<file path="src/hdl/fcs_pkg.sv">
// ----------------------------------------------------------------------------
// fcs_pkg
// Shared types and constants of the flap clock stepper sync controller.
// ----------------------------------------------------------------------------
package fcs_pkg;

	// command codes carried in s_tuser
	typedef enum logic [3:0] {
		OP_TICK        = 4'd0,
		OP_SET_HOUR    = 4'd1,
		OP_SET_MINUTE  = 4'd2,
		OP_SET_BOTH    = 4'd3,
		OP_FIND_HOUR   = 4'd4,
		OP_FIND_MINUTE = 4'd5,
		OP_CAL_HOUR    = 4'd6,
		OP_CAL_MINUTE  = 4'd7,
		OP_STOP        = 4'd8,
		OP_RUN         = 4'd9
	} fcs_op_t;

	// configuration register indexes (byte address = 4 * index)
	localparam logic [2:0] REG_CAL_HOUR       = 3'd0;
	localparam logic [2:0] REG_CAL_MINUTE     = 3'd1;
	localparam logic [2:0] REG_DELAY_HOUR     = 3'd2;
	localparam logic [2:0] REG_DELAY_MINUTE   = 3'd3;
	localparam logic [2:0] REG_DIVIDER_HOUR   = 3'd4;
	localparam logic [2:0] REG_DIVIDER_MINUTE = 3'd5;

	localparam logic [6:0] HOUR_WRAP   = 7'd23;
	localparam logic [6:0] MINUTE_WRAP = 7'd59;

	localparam logic [7:0] DIVIDER_HOUR_RST   = 8'd3;
	localparam logic [7:0] DIVIDER_MINUTE_RST = 8'd10;

	// mode codes as reported in the result
	localparam logic [2:0] MODE_CODE_STOP        = 3'd0;
	localparam logic [2:0] MODE_CODE_RUN         = 3'd1;
	localparam logic [2:0] MODE_CODE_FIND_HOUR   = 3'd2;
	localparam logic [2:0] MODE_CODE_DELAY_HOUR  = 3'd3;
	localparam logic [2:0] MODE_CODE_FIND_MINUTE = 3'd4;
	localparam logic [2:0] MODE_CODE_DELAY_MINUTE = 3'd5;

	typedef enum logic [5:0] {
		MODE_STOP         = 6'b000001,
		MODE_RUN          = 6'b000010,
		MODE_FIND_HOUR    = 6'b000100,
		MODE_DELAY_HOUR   = 6'b001000,
		MODE_FIND_MINUTE  = 6'b010000,
		MODE_DELAY_MINUTE = 6'b100000
	} fcs_mode_t;

	typedef struct packed {
		logic [6:0] cal_hour;
		logic [6:0] cal_minute;
		logic [6:0] delay_hour;
		logic [6:0] delay_minute;
		logic [7:0] divider_hour;
		logic [7:0] divider_minute;
	} fcs_cfg_t;

	// per-channel controls for one accepted transaction
	typedef struct packed {
		logic run;
		logic find;
		logic delay;
		logic cal;
		logic set_goal;
	} fcs_chan_ctl_t;

	// per-channel result of one accepted transaction
	typedef struct packed {
		logic        step;
		logic        stop;
		logic        rep;
		logic [15:0] steps;
		logic [6:0]  pos;
		logic        home_hit;
		logic        delay_done;
	} fcs_chan_res_t;

	function automatic logic [2:0] mode_code(fcs_mode_t m);
		logic [2:0] c;
		case (m)
			MODE_STOP:         c = MODE_CODE_STOP;
			MODE_RUN:          c = MODE_CODE_RUN;
			MODE_FIND_HOUR:    c = MODE_CODE_FIND_HOUR;
			MODE_DELAY_HOUR:   c = MODE_CODE_DELAY_HOUR;
			MODE_FIND_MINUTE:  c = MODE_CODE_FIND_MINUTE;
			MODE_DELAY_MINUTE: c = MODE_CODE_DELAY_MINUTE;
			default:           c = MODE_CODE_STOP;
		endcase
		return c;
	endfunction

endpackage

</file>
<file path="src/hdl/fcs_regs.sv">
// ----------------------------------------------------------------------------
// fcs_regs
// APB configuration registers: calibration, home delay and step divider.
// ----------------------------------------------------------------------------
module fcs_regs (
	input  logic                clk,
	input  logic                arst_n,
	input  logic                psel,
	input  logic                penable,
	input  logic                pwrite,
	input  logic [4:0]          paddr,
	input  logic [31:0]         pwdata,
	output logic [31:0]         prdata,
	output logic                pready,
	output fcs_pkg::fcs_cfg_t   cfg
);
	import fcs_pkg::*;

	fcs_cfg_t   cfg_q;
	logic       wr_en;
	logic [2:0] idx;

	assign pready = 1'b1;
	assign wr_en  = psel && penable && pwrite;
	assign idx    = paddr[4:2];
	assign cfg    = cfg_q;

	always_ff @(posedge clk or negedge arst_n) begin
		if (!arst_n) begin
			cfg_q.cal_hour       <= '0;
			cfg_q.cal_minute     <= '0;
			cfg_q.delay_hour     <= '0;
			cfg_q.delay_minute   <= '0;
			cfg_q.divider_hour   <= DIVIDER_HOUR_RST;
			cfg_q.divider_minute <= DIVIDER_MINUTE_RST;
		end else if (wr_en) begin
			case (idx)
				REG_CAL_HOUR:       cfg_q.cal_hour       <= pwdata[6:0];
				REG_CAL_MINUTE:     cfg_q.cal_minute     <= pwdata[6:0];
				REG_DELAY_HOUR:     cfg_q.delay_hour     <= pwdata[6:0];
				REG_DELAY_MINUTE:   cfg_q.delay_minute   <= pwdata[6:0];
				REG_DIVIDER_HOUR:   cfg_q.divider_hour   <= pwdata[7:0];
				REG_DIVIDER_MINUTE: cfg_q.divider_minute <= pwdata[7:0];
				default: ;
			endcase
		end
	end

	always_comb begin
		case (idx)
			REG_CAL_HOUR:       prdata = {25'd0, cfg_q.cal_hour};
			REG_CAL_MINUTE:     prdata = {25'd0, cfg_q.cal_minute};
			REG_DELAY_HOUR:     prdata = {25'd0, cfg_q.delay_hour};
			REG_DELAY_MINUTE:   prdata = {25'd0, cfg_q.delay_minute};
			REG_DIVIDER_HOUR:   prdata = {24'd0, cfg_q.divider_hour};
			REG_DIVIDER_MINUTE: prdata = {24'd0, cfg_q.divider_minute};
			default:            prdata = 32'd0;
		endcase
	end

endmodule

</file>
<file path="src/hdl/fcs_channel.sv">
// ----------------------------------------------------------------------------
// fcs_channel
// State and next-state logic of one motor channel (position, goal, divider,
// home delay, sync flag, step tally), updated once per accepted transaction.
// ----------------------------------------------------------------------------
module fcs_channel (
	input  logic                   clk,
	input  logic                   arst_n,
	input  logic                   en,
	input  fcs_pkg::fcs_chan_ctl_t ctl,
	input  logic [6:0]             goal_in,
	input  logic                   home,
	input  logic                   flap,
	input  logic [6:0]             cal,
	input  logic [6:0]             dly,
	input  logic [7:0]             divider,
	input  logic [6:0]             wrap,
	output fcs_pkg::fcs_chan_res_t res
);
	import fcs_pkg::*;

	logic [6:0]  pos_q, goal_q, n_pos, n_goal;
	logic [7:0]  cnt_q, hdel_q, n_cnt, n_hdel, hd_run;
	logic        synced_q, n_synced;
	logic [15:0] tally_q, n_tally;
	logic        div_req;

	always_comb begin
		n_pos    = pos_q;
		n_goal   = goal_q;
		n_cnt    = cnt_q;
		n_hdel   = hdel_q;
		n_synced = synced_q;
		n_tally  = tally_q;
		div_req  = 1'b0;
		res      = '0;
		hd_run   = home ? 8'd1 : hdel_q;

		if (ctl.run) begin
			n_hdel = hd_run;
			if (hd_run != 8'd0) begin
				n_hdel = hd_run + 8'd1;
				if (hd_run > {1'b0, dly}) begin
					n_pos    = cal;
					n_synced = 1'b1;
					n_hdel   = 8'd0;
				end
			end
			if (flap) begin
				if (n_synced)
					n_pos = n_pos + 7'd1;
				if (n_pos > wrap)
					n_pos = 7'd0;
				res.rep   = 1'b1;
				res.steps = tally_q;
				n_tally   = 16'd0;
			end
			if (n_pos != goal_q)
				div_req = 1'b1;
			else
				res.stop = 1'b1;
		end else if (ctl.find) begin
			if (!home) begin
				div_req = 1'b1;
			end else begin
				n_hdel       = 8'd1;
				res.home_hit = 1'b1;
			end
		end else if (ctl.delay) begin
			if (hdel_q != 8'd0) begin
				n_hdel = hdel_q + 8'd1;
				if (hdel_q > {1'b0, dly}) begin
					res.stop       = 1'b1;
					res.delay_done = 1'b1;
					n_hdel         = 8'd0;
					n_pos          = cal;
				end else begin
					res.step = 1'b1;
					n_tally  = tally_q + 16'd1;
				end
			end
		end

		// divided stepping
		if (div_req) begin
			n_cnt = cnt_q + 8'd1;
			if (cnt_q >= divider) begin
				n_cnt    = 8'd0;
				res.step = 1'b1;
				n_tally  = n_tally + 16'd1;
			end
		end

		// in find and delay modes the flap report follows the step
		if ((ctl.find || ctl.delay) && flap) begin
			res.rep   = 1'b1;
			res.steps = n_tally;
			n_tally   = 16'd0;
		end

		if (ctl.cal) begin
			n_pos  = cal;
			n_goal = cal;
		end
		if (ctl.set_goal)
			n_goal = goal_in;

		res.pos = n_pos;
	end

	always_ff @(posedge clk or negedge arst_n) begin
		if (!arst_n) begin
			pos_q    <= 7'd1;
			goal_q   <= 7'd0;
			cnt_q    <= 8'd0;
			hdel_q   <= 8'd0;
			synced_q <= 1'b0;
			tally_q  <= 16'd0;
		end else if (en) begin
			pos_q    <= n_pos;
			goal_q   <= n_goal;
			cnt_q    <= n_cnt;
			hdel_q   <= n_hdel;
			synced_q <= n_synced;
			tally_q  <= n_tally;
		end
	end

endmodule

</file>
<file path="src/hdl/flap_clock_stepper_sync_controller_top.sv">
// ----------------------------------------------------------------------------
// flap_clock_stepper_sync_controller_top
// Hour and minute stepper control of a flap clock, one tick or command per
// transaction.
// ----------------------------------------------------------------------------
// Takes one tick or decoded command per clock cycle unless the output stalls,
// and returns exactly one result per transaction in the cycle after it is
// accepted. The whole update of both channels and the mode is a single
// combinational pass from the channel state registers into the output
// register; the output register acts as the skid stage, so s_tready stays high
// while the result is taken in the same cycle. The user makes configuration
// writes through the APB port only while idle; the block does not enforce it.
module flap_clock_stepper_sync_controller_top (
	input  logic        clk,
	input  logic        arst_n,
	// slave stream
	input  logic        s_tvalid,
	output logic        s_tready,
	// [6:0] target_hour, [13:7] target_minute, [14] home_hour,
	// [15] home_minute, [16] flap_hour, [17] flap_minute, [23:18] zero
	input  logic [23:0] s_tdata,
	// [3:0] opcode
	input  logic [3:0]  s_tuser,
	// master stream
	output logic        m_tvalid,
	input  logic        m_tready,
	// [0] step_hour, [1] stop_hour, [2] step_minute, [3] stop_minute,
	// [10:4] shown_hour, [17:11] shown_minute, [20:18] mode,
	// [21] report_hour, [37:22] steps_hour, [38] report_minute,
	// [54:39] steps_minute, [55] zero
	output logic [55:0] m_tdata,
	// configuration
	input  logic        psel,
	input  logic        penable,
	input  logic        pwrite,
	input  logic [4:0]  paddr,
	input  logic [31:0] pwdata,
	output logic [31:0] prdata,
	output logic        pready
);
	import fcs_pkg::*;

	fcs_cfg_t      cfg;
	fcs_chan_ctl_t ctl_h, ctl_m;
	fcs_chan_res_t res_h, res_m;
	fcs_mode_t     mode_q, mode_next;
	fcs_op_t       op;
	logic          accept, tick;
	logic          m_tvalid_q;
	logic [55:0]   m_tdata_q;

	assign s_tready = !m_tvalid_q || m_tready;
	assign accept   = s_tvalid && s_tready;
	assign op       = fcs_op_t'(s_tuser);
	assign tick     = (op == OP_TICK);

	assign ctl_h.run      = tick && (mode_q == MODE_RUN);
	assign ctl_h.find     = tick && (mode_q == MODE_FIND_HOUR);
	assign ctl_h.delay    = tick && (mode_q == MODE_DELAY_HOUR);
	assign ctl_h.cal      = (op == OP_CAL_HOUR);
	assign ctl_h.set_goal = (op == OP_SET_HOUR) || (op == OP_SET_BOTH);

	assign ctl_m.run      = tick && (mode_q == MODE_RUN);
	assign ctl_m.find     = tick && (mode_q == MODE_FIND_MINUTE);
	assign ctl_m.delay    = tick && (mode_q == MODE_DELAY_MINUTE);
	assign ctl_m.cal      = (op == OP_CAL_MINUTE);
	assign ctl_m.set_goal = (op == OP_SET_MINUTE) || (op == OP_SET_BOTH);

	fcs_regs u_regs (
		.clk     (clk),
		.arst_n  (arst_n),
		.psel    (psel),
		.penable (penable),
		.pwrite  (pwrite),
		.paddr   (paddr),
		.pwdata  (pwdata),
		.prdata  (prdata),
		.pready  (pready),
		.cfg     (cfg)
	);

	fcs_channel u_hour (
		.clk     (clk),
		.arst_n  (arst_n),
		.en      (accept),
		.ctl     (ctl_h),
		.goal_in (s_tdata[6:0]),
		.home    (s_tdata[14]),
		.flap    (s_tdata[16]),
		.cal     (cfg.cal_hour),
		.dly     (cfg.delay_hour),
		.divider (cfg.divider_hour),
		.wrap    (HOUR_WRAP),
		.res     (res_h)
	);

	fcs_channel u_minute (
		.clk     (clk),
		.arst_n  (arst_n),
		.en      (accept),
		.ctl     (ctl_m),
		.goal_in (s_tdata[13:7]),
		.home    (s_tdata[15]),
		.flap    (s_tdata[17]),
		.cal     (cfg.cal_minute),
		.dly     (cfg.delay_minute),
		.divider (cfg.divider_minute),
		.wrap    (MINUTE_WRAP),
		.res     (res_m)
	);

	always_comb begin
		mode_next = mode_q;
		case (op)
			OP_TICK: begin
				if (res_h.home_hit)
					mode_next = MODE_DELAY_HOUR;
				else if (res_m.home_hit)
					mode_next = MODE_DELAY_MINUTE;
				else if (res_h.delay_done || res_m.delay_done)
					mode_next = MODE_RUN;
			end
			OP_FIND_HOUR:   mode_next = MODE_FIND_HOUR;
			OP_FIND_MINUTE: mode_next = MODE_FIND_MINUTE;
			OP_CAL_HOUR, OP_CAL_MINUTE, OP_RUN: mode_next = MODE_RUN;
			OP_STOP:        mode_next = MODE_STOP;
			default: ;
		endcase
	end

	always_ff @(posedge clk or negedge arst_n) begin
		if (!arst_n) begin
			mode_q     <= MODE_RUN;
			m_tvalid_q <= 1'b0;
		end else begin
			if (accept)
				mode_q <= mode_next;
			if (accept)
				m_tvalid_q <= 1'b1;
			else if (m_tready)
				m_tvalid_q <= 1'b0;
		end
	end

	always_ff @(posedge clk) begin
		if (accept) begin
			m_tdata_q <= {1'b0, res_m.steps, res_m.rep, res_h.steps, res_h.rep,
				mode_code(mode_next), res_m.pos, res_h.pos,
				res_m.stop, res_m.step, res_h.stop, res_h.step};
		end
	end

	assign m_tvalid = m_tvalid_q;
	assign m_tdata  = m_tdata_q;

endmodule

</file>
<file path="config.mk">
export PLATFORM = sky130hd
export DESIGN_NAME = flap_clock_stepper_sync_controller_top
export DESIGN_NICKNAME = d
export VERILOG_FILES = /design/src/hdl/fcs_pkg.sv /design/src/hdl/fcs_regs.sv /design/src/hdl/fcs_channel.sv /design/src/hdl/flap_clock_stepper_sync_controller_top.sv
export SDC_FILE = /design/constraint.sdc
export NUM_CORES = 1
export LEC_CHECK = 0
export ABC_AREA = 1
export BUFFER_PORTS_ARGS = -buffer_cell sky130_fd_sc_hd__buf_2
export CORE_ASPECT_RATIO = 1.2
export CORE_MARGIN = 4
export CORE_UTILIZATION = 45
export CTS_CLUSTER_SIZE = 20
export DETAILED_ROUTE_END_ITERATION = 12
export PLACE_DENSITY = 0.69
export SETUP_SLACK_MARGIN = 0.2
export SLEW_MARGIN = 25
export SYNTH_ARGS = -nofsm -noshare
export SYNTH_HDL_FRONTEND = slang
export SYNTH_SLANG_ARGS = --single-unit
</file>
<file path="constraint.sdc">
create_clock -name clk -period 9.7 [get_ports clk]
set_clock_uncertainty 0.2 [all_clocks]
set_input_delay 0.97 -clock clk [delete_from_list [all_inputs] [get_ports clk]]
set_output_delay 0.97 -clock clk [all_outputs]
set_load 0.01 [all_outputs]
</file>
-- Yosys cells after proc, flatten, opt, wreduce, memory -nomap -nowiden
Index checks and enable logic that the tools add are counted.
- register bits: 200
- input bits: 72
- word-level logic and storage cells: 243
- reductions and logical operators: 44
- add/subtract/negate cells: 12
- equal/unequal tests: 26
- muxes and demuxes: 130
- magnitude comparators: 8
- operator list (kind ; number):
    two-way mux 16 bit ; 20
    two-way mux 7 bit ; 34
    two-way mux 8 bit ; 18
    two-way mux 17 bit ; 4
    adder 16 x 1 -> 16 bit (second input constant) ; 4
    adder 8 x 1 -> 8 bit (second input constant) ; 6
    case mux 8 bit (6 select lines) ; 1
    two-way mux 1 bit ; 40
    greater-than comparator 8 x 7 -> 1 bit ; 4
    nonzero test 8 bit ; 4
    case mux 6 bit (5 select lines) ; 1
    AND reduction 2 bit ; 11
    two-way mux 6 bit ; 3
    == test 4 x 3 -> 1 bit (second input constant) ; 4
    greater-or-equal comparator 8 bit ; 2
    two-way mux 2 bit ; 8
    case mux 3 bit (5 select lines) ; 1
    adder 7 x 1 -> 7 bit (second input constant) ; 2
    != test 7 bit ; 2
    == test 6 x 2 -> 1 bit (second input constant) ; 2
    == test 6 x 3 -> 1 bit (second input constant) ; 2
    == test 6 x 4 -> 1 bit (second input constant) ; 2
    == test 6 x 5 -> 1 bit (second input constant) ; 2
    == test 6 bit (second input constant) ; 2
    17 further kinds ; 41

-- Longest topological paths before layout
Gate-level depths: netlist of the first run.
- depth after elaboration: 18
- mapped depth: 35
- mapped depth without buffers: 33

-- Hierarchy
A second synthesis of the first run with hierarchy kept.
- cell total of the unflattened synthesis: 2351
- area total of the unflattened synthesis: 16071.7 µm²
- by module, submodules not included (module ; instances ; area an instance (µm²) ; sequential area each (µm²) ; cells each):
    fcs_channel at u_hour ; 1 ; 5559.1 ; 1177.4 ; 928
    fcs_channel at u_minute ; 1 ; 5506.5 ; 1177.4 ; 926
    fcs_regs ; 1 ; 2575.0 ; 1106.1 ; 315
    flap_clock_stepper_sync_controller_top ; 1 ; 2431.1 ; 1828.0 ; 182

-- Worst setup path before layout of the first run
OpenSTA, ideal clock, no wires.
- path kind: input port to flip-flop
- start point: input s_tdata[14]
- end point: register m_tdata_q[35], in the netlist m_tdata[35], data pin
- cell stages on the path: 29
- data required time: 9.233 ns
- arrival time: 3.942 ns
- slack: 5.291 ns
- path through: buf_4 -> nor2_1 -> ha_1 -> a21oi_1 -> nor3_1 -> nor3_1 -> nand2_2 -> nand3_2 -> nand2_1 -> nand2_1 -> inv_1 -> ha_1 -> nand2_1 -> inv_1 -> nand3_1 -> nand2_1 -> nand2_1 -> nor2_2 -> nor2_4 -> nand3_1 -> nand2_1 -> nand2_1 -> nand2_1 -> nor2_1 -> nand3_2 -> buf_4 -> nand4_1 -> nand3_1 -> o21ai_0
- RTL lines (element ; RTL line ; source):
    from (decl) ; flap_clock_stepper_sync_controller_top.sv:21 ; input logic [23:0] s_tdata,
    to (signal assigned) ; flap_clock_stepper_sync_controller_top.sv:147 ; m_tdata_q <= {1'b0, res_m.steps, res_m.rep, res_h.steps, res_h.rep,
    to (decl) ; flap_clock_stepper_sync_controller_top.sv:50 ; logic [55:0] m_tdata_q;

-- Worst setup path after layout of the first run
- start point: input s_tdata[15]
- end point: register u_minute.cnt_q[0]
- word-level cells in the longest chain between the ends: 17
- elaborated cells between the ends (all ways): 23
- RTL lines (element ; RTL line ; source):
    two-way mux 8 bit ; - ;
    greater-than comparator 8 x 7 -> 1 bit ; fcs_channel.sv:43 ; if (hd_run > {1'b0, dly}) begin
    two-way mux 7 bit ; fcs_channel.sv:43 ;
    two-way mux 7 bit ; fcs_channel.sv:41 ; if (hd_run != 8'd0) begin
    two-way mux 7 bit ; fcs_channel.sv:39 ; if (ctl.run) begin
    adder 7 x 1 -> 7 bit ; fcs_channel.sv:51 ; n_pos = n_pos + 7'd1;
    two-way mux 7 bit ; fcs_channel.sv:50 ; if (n_synced)
    two-way mux 7 bit ; fcs_channel.sv:49 ; if (flap) begin
    two-way mux 7 bit ; fcs_channel.sv:39 ;
    greater-than comparator 7 x 6 -> 1 bit ; fcs_channel.sv:52 ; if (n_pos > wrap)
    two-way mux 7 bit ; fcs_channel.sv:52 ;
    two-way mux 7 bit ; fcs_channel.sv:49 ;
    two-way mux 7 bit ; fcs_channel.sv:39 ;
    != test 7 bit ; fcs_channel.sv:58 ; if (n_pos != goal_q)
    two-way mux 1 bit ; fcs_channel.sv:58 ;
    two-way mux 1 bit (*) ; fcs_channel.sv:39 ;
    AND reduction 2 bit (no source line) (*) ; - ;
    to (signal assigned) ; fcs_channel.sv:122 ; cnt_q <= n_cnt;
    to (decl) ; fcs_channel.sv:23 ; logic [7:0] cnt_q, hdel_q, n_cnt, n_hdel, hd_run;
Every way passes the cells marked *; elsewhere a longest branch is shown, timed or not. The select of a mux whose other input is x is not followed.
A chain may end at the register's enable or synchronous reset.

==> impl_metrics.env, run 1 <==
export IMPL_syn_inst=2126
export IMPL_die_w_um=173
export IMPL_p_comb_frac=0.463
export IMPL_ctsResizeCount=0
export IMPL_dpl_cell_area_um2=15600
export IMPL_start_util=0.457
export IMPL_r2r_slack_ps=4440
export IMPL_synth_ff_type="dfrtp_1"
export IMPL_fin_tns_setup_ps=0
export IMPL_ys_seq_elements=200
export IMPL_end_kind="flop"
export IMPL_yosysUniqueCellTypes=56
export IMPL_p_sw_frac=0.460
export IMPL_synth_edf_count=55
export IMPL_rr_startpoint="u_minute.hdel_q[5]"
export IMPL_min_to="u_regs.cfg[9]"
export IMPL_core_area_um2=32300
export IMPL_r2r_end="u_minute.cnt_q[0]"
export IMPL_dieHeight_um=207
export IMPL_layout_min_cycle_time_ps=5440
export IMPL_grt_first_pass_wirelength_mm=71.2
export IMPL_cp_slowest_cell="nand2_1"
export IMPL_overflow=0
export IMPL_ys_warnings_count=0
export IMPL_first_iter_violations=1221
export IMPL_ys_seq_area_frac=0.358
export IMPL_leakagePower_uw=0.00774
export IMPL_postSynthAreaPerCell_um2=6.95
export IMPL_min_path_cells=2
export IMPL_synth_area_um2=14800
export IMPL_slowest_delay_ps=520
export IMPL_n_antenna_cell=0
export IMPL_power_uw=3700
export IMPL_cts_root_buf="clkbuf_16"
export IMPL_mostFrequentLayoutCells="nand2_1, inv_1, nand3_1"
export IMPL_cts_buffer_depth=2
export IMPL_cts_hold_buffers=0
export IMPL_clk_latency_ps=460
export IMPL_fin_hold_ws_ps=292
export IMPL_fin_crit_sh=0.561
export IMPL_min_from="u_regs.cfg[9]"
export IMPL_rsz0062_at_grt="false"
export IMPL_timing_fmax_mhz=184
export IMPL_post_route_cells_drive_above_1_share=0.110
export IMPL_critPathKind="input port to flop"
export IMPL_firstDrtPassIters=5
export IMPL_reg2reg_depth=30
export IMPL_drc=0
export IMPL_h_tree_depth=4
export IMPL_boundaryPins=163
export IMPL_synth_top_cell_area_share=0.234
export IMPL_p_int_uw=2000
export IMPL_power_share_clock=0.209
export IMPL_std_cell_rows=72
export IMPL_grt_pass1_vias=13900
export IMPL_portBuffers=104
export IMPL_ant_nets=0
export IMPL_wire_per_inst_um=16.6
export IMPL_synth_top_area_cell="dfrtp_1"
export IMPL_grt_max_degree=93
export IMPL_numCtsBuffers=17
export IMPL_synthTopCellsByArea="dfrtp_1, nand2_1, edfxtp_1, inv_1, nand3_1"
export IMPL_gp_congestion=0.937
export IMPL_setup_violations=0
export IMPL_cts_sinks=200
export IMPL_cp_required_ps=9850
export IMPL_post_cts_setup_buffer_count=0
export IMPL_worstPathArrival_ps=5590
export IMPL_final_max_slew_viol_count=0
export IMPL_finish_instance_area_um2=16200
export IMPL_drv_cap=0
export IMPL_routed_wl_mm=43.6
export IMPL_cts_tree="done"
export IMPL_clk_pin_slew_ps=80
export IMPL_num_vias=14600
export IMPL_worst_pin_slew_ps=1050
export IMPL_synthArstFlopShare=0.725
export IMPL_hpwl_mm=32.5
export IMPL_min_path_type="flop to flop"
export IMPL_seqPwrFrac=0.329
export IMPL_outcome="finished, final reports clean"
export IMPL_power_density_nw_per_um2=228
export IMPL_vdd_drop_max_mv=0.190
export IMPL_avgViaCountPerCell=5.57
export IMPL_nets=2337
export IMPL_slew_limit_headroom=0.298
export IMPL_syn_to_final_growth_pct=9.79
export IMPL_p_sw_uw=1700
export IMPL_start_kind="input port"
export IMPL_grtUsageTotal=0.243
export IMPL_crit_top_cell="nand2_1"
export IMPL_final_common_cell="nand2_1"
export IMPL_antenna_found_initial=1
export IMPL_die_area_um2=35800
export IMPL_hold_viol=0
export IMPL_path_max_fanout=20
[worst max path at each step]
stage | from | endpoint | slack (ps) | depth (start not counted)
after floorplan | s_tdata[14] | m_tdata[35] | 5290 | 29
after global placement | s_tdata[14] | m_tdata[30] | 3900 | 28
after detailed placement | s_tdata[15] | u_minute.cnt_q[0] | 3900 | 30
after CTS | s_tdata[15] | u_minute.cnt_q[0] | 4340 | 29
after global routing | s_tdata[14] | m_tdata[30] | 3840 | 33
final | s_tdata[15] | u_minute.cnt_q[0] | 4260 | 30
[worst max-delay path, delay by kind of cell]
family / cells / cell delay (ps)
AOI/OAI and AO/OA: 2 / 220
adders and majority gates: 2 / 520
buffers and inverters: 4 / 420
and+or+nand+nor: 22 / 3430
[power groups by stage]
stage | Sequential [uW] | Clock (uW) | Combinational [uW]
4_1_cts | 1210 | 789 | 1700
2_1_floorplan | 1190 | 0 | 1290
3_5_place_dp | 1230 | 0 | 1680
6_report | 1220 | 772 | 1710
3_3_place_gp | 1230 | 0 | 1630
5_1_grt | 1240 | 825 | 1950
[sequential cells by signal, summed over array words and instances, names as in the netlist, 6 cells and up]
| signal | cells |
|---|---|
| u_hour.tally_q | 16 |
| u_minute.hdel_q | 8 |
| u_minute.tally_q | 16 |
| u_minute.cnt_q | 8 |
| m_tdata | 55 |
| mode_q | 6 |
| u_regs.cfg | 44 |
| u_hour.hdel_q | 8 |
| u_minute.goal_q | 7 |
| u_hour.pos_q | 7 |
| u_hour.goal_q | 7 |
| u_minute.pos_q | 7 |
| u_hour.cnt_q | 8 |
[Yosys cell counts (10+ instances only)]
library cell,n
inv_1,279
edfxtp_1,55
nand2_2,23
xor2_1,23
ha_1,56
inv_2,12
nor3_1,51
nor2_1,157
clkbuf_1,44
a21oi_1,54
o211ai_1,30
o22ai_1,15
o221ai_1,10
nor2_2,13
nor4_1,19
nand2_1,577
buf_4,29
a31oi_1,25
nand3_1,172
o21ai_0,170
nand4_1,61
o21ai_1,17
dfrtp_1,138
[cell families (layout without fill, tap and decap cells)]
logic type,Yosys count,after routing,share of synthesized area
other,2,26,0.000508
AOI/OAI and AO/OA,363,363,0.143
xor gates and xnor gates,27,27,0.0160
buffers and inverters,377,449,0.106
and+or+nand+nor,1101,1101,0.329
DFF,200,200,0.358
adders and majority gates,56,56,0.0474
[layout make-up]
cell class                      count  area, um2
Clock inverter                     13        176
Sequential cell                   200       5290
Clock buffer                       19        454
Inverter                          294       1100
Tap cell                          407        509
Multi-Input combinational cell   1573       8030
Fill cell                        3256      16100
Timing Repair Buffer              123        669
[stage by stage]
step | utilization | worst slack [ps] | instances
2_1_floorplan | - | 5290 | 2150
3_3_place_gp | 0.482 | 3900 | 2597
3_5_place_dp | 0.482 | 3900 | 2597
4_1_cts | 0.502 | 4340 | 2629
5_1_grt | 0.502 | 3840 | 2629
6_report | 0.502 | 4260 | 2629
[metal layers]
layer	vias to the layer above	wire length (um)	global-route usage
met5	-	0	0
met4	0	1290	0.0881
met3	89	3090	0.0397
met2	534	20300	0.404
met1	6798	18900	0.325
li1	7225	-	-
Power figures use the tool's default switching activity.
==> inputs of run 2 (changes only) <==
--- a/config.mk
+++ b/config.mk
@@ -12,7 +12,7 @@
 export CORE_UTILIZATION = 45
 export CTS_CLUSTER_SIZE = 20
 export DETAILED_ROUTE_END_ITERATION = 12
-export PLACE_DENSITY = 0.69
+export PLACE_DENSITY = 0.71
 export SETUP_SLACK_MARGIN = 0.2
 export SLEW_MARGIN = 25
 export SYNTH_ARGS = -nofsm -noshare
==> constraint.sdc (replaced) <==
create_clock -name clk -period 5 [get_ports clk]
set_clock_uncertainty 0.2 [all_clocks]
set_input_delay 0.5 -clock clk [delete_from_list [all_inputs] [get_ports clk]]
set_output_delay 0.5 -clock clk [all_outputs]
set_load 0.01 [all_outputs]
==> run 2 against run 1 <==
Cell area is 1.5% higher. Die area stayed put. Cell count is 0.80% higher. Non-clock buffer count is 21 higher. Critical path depth stayed put. Combinational power is 100% higher. Core utilization is 0.77 points higher. Largest cell class unchanged.
==> impl_metrics.env, run 2 (synthesized netlist as in run 1, its figures left out) <==
export IMPL_outcome="finished, final reports clean"
export IMPL_portBuffers=104
export IMPL_start_util=0.457
export IMPL_vdd_drop_max_mv=0.324
export IMPL_seqPwrFrac=0.325
export IMPL_r2r_slack_ps=600
export IMPL_h_tree_depth=4
export IMPL_finish_instance_area_um2=16500
export IMPL_avgViaCountPerCell=5.62
export IMPL_final_common_cell="nand2_1"
export IMPL_post_route_cells_drive_above_1_share=0.122
export IMPL_grtUsageTotal=0.243
export IMPL_die_area_um2=35800
export IMPL_cp_num_buf_inv=4
export IMPL_hpwl_mm=33.7
export IMPL_leakagePower_uw=0.00787
export IMPL_final_max_slew_viol_count=0
export IMPL_n_antenna_cell=0
export IMPL_gp_congestion=0.960
export IMPL_std_cell_rows=72
export IMPL_clk_pin_slew_ps=90
export IMPL_drv_cap=0
export IMPL_post_route_util=0.510
export IMPL_num_vias=14900
export IMPL_cts_tree="done"
export IMPL_routed_wl_mm=44.2
export IMPL_dieHeight_um=207
export IMPL_antenna_found_initial=0
export IMPL_fin_hold_ws_ps=79.3
export IMPL_firstDrtPassIters=6
export IMPL_overflow=0
export IMPL_hold_viol=0
export IMPL_drc=0
export IMPL_post_cts_setup_buffer_count=0
export IMPL_dpl_cell_area_um2=15800
export IMPL_reg2reg_depth=30
export IMPL_path_depth=30
export IMPL_grt_pass1_vias=13900
export IMPL_timing_fmax_mhz=227
export IMPL_cts_root_buf="clkbuf_16"
export IMPL_r2r_end="m_tdata[45]"
export IMPL_slew_limit_headroom=0.394
export IMPL_nets=2358
export IMPL_worst_pin_slew_ps=902
export IMPL_p_comb_frac=0.469
export IMPL_end_kind="flop"
export IMPL_crit_end="m_tdata[45]"
export IMPL_setup_violations=0
export IMPL_numCtsBuffers=17
export IMPL_first_iter_violations=1305
export IMPL_largest_reg_flops=55
export IMPL_ant_nets=0
export IMPL_core_area_um2=32300
export IMPL_grt_first_pass_wirelength_mm=71.1
export IMPL_critPathKind="flop to flop"
export IMPL_cp_required_ps=5010
export IMPL_path_max_fanout=19
export IMPL_power_density_nw_per_um2=442
export IMPL_p_sw_frac=0.463
export IMPL_rsz0062_at_grt="true"
export IMPL_min_path_type="input port to flop"
export IMPL_cp_startpoint="u_minute.hdel_q[4]"
export IMPL_worstPathArrival_ps=4410
export IMPL_slowest_delay_ps=420
export IMPL_syn_to_final_growth_pct=11.5
export IMPL_start_kind="flop"
export IMPL_wire_per_inst_um=16.7
export IMPL_p_sw_uw=3380
export IMPL_cts_buffer_depth=2
export IMPL_rr_startpoint="u_minute.hdel_q[4]"
export IMPL_power_share_clock=0.207
export IMPL_p_int_uw=3920
export IMPL_fin_crit_sh=0.879
export IMPL_clk_latency_ps=460
export IMPL_grt_max_degree=72
export IMPL_layout_min_cycle_time_ps=4400
export IMPL_cp_slowest_cell="dfrtp_1"
export IMPL_crit_top_cell="nand2_1"
export IMPL_mostFrequentLayoutCells="nand2_1, inv_1, nand3_1"
export IMPL_path_delay_family="simple AND/OR/NAND/NOR gates"
export IMPL_cts_sinks=200
export IMPL_boundaryPins=163
export IMPL_die_w_um=173
export IMPL_fin_tns_setup_ps=0
[run 2: cell types whose count changed in the layout (fill, tap and decap cells not counted), sizes merged]
cell         before  now
clkbuf           19   17
clkinvlp          0    1
clkinv            8    9
buf             123  143
dlygate4sd3       0    1
[run 2: worst register-to-register path, delay by kind of cell, from the launching register on]
kind | cells | cell delay (ps)
AND/OR/NAND/NOR | 24 | 2570
flip-flops | 1 | 420
adder cells (fa/ha/maj) | 2 | 520
buffers and inverters | 4 | 460
[run 2: area by class of cell]
cell class,count,area [um2]
Fill cell,3177,15900
Clock inverter,15,204
Inverter,294,1100
Timing Repair Buffer,144,880
Sequential cell,200,5290
Tap cell,407,509
Multi-Input combinational cell,1573,8070
Clock buffer,17,425
[run 2: worst min path at each step]
stage / startpoint / to / slack (ps) / cells after the start
3_3_place_gp: u_regs.cfg[13] / u_regs.cfg[13] / 270 / 2
5_1_grt: pwdata[5] / u_regs.cfg[5] / 70 / 3
4_1_cts: pwdata[5] / u_regs.cfg[5] / 70 / 3
2_1_floorplan: arst_n / m_tvalid / 4 / 0
6_report: pwdata[5] / u_regs.cfg[5] / 80 / 3
3_5_place_dp: u_regs.cfg[11] / u_regs.cfg[11] / 270 / 2
[run 2: what timing repair did]
item	4_1_cts	5_1_grt
gates resized for setup	0	9
hold buffers	1	0
endpoints found under the hold margin	65	0
setup endpoints to repair	0	70
[run 2: stage by stage]
stage | std cells | power (uW) | worst slack [ps]
after CTS | 2650 | 7240 | 407
after global routing | 2650 | 7870 | 188
after floorplan | 2150 | 4810 | 1060
after detailed placement | 2617 | 5730 | 205
after global placement | 2617 | 5620 | 326
final | 2650 | 7290 | 603
[run 2: power by group through the flow]
stage / Combinational (uW) / Clock (uW) / Sequential [uW]
after floorplan: 2510 / 0 / 2300
after global placement: 3250 / 0 / 2380
after detailed placement: 3340 / 0 / 2390
after CTS: 3360 / 1520 / 2360
after global routing: 3870 / 1590 / 2410
final: 3420 / 1510 / 2370
[run 2: routing by layer]
metal,vias up,track usage,part of all wire
li1,7249,-,-
met1,7003,0.323,0.44
met2,565,0.419,0.48
met3,70,0.0304,0.064
met4,0,0.0713,0.019
met5,-,0,0
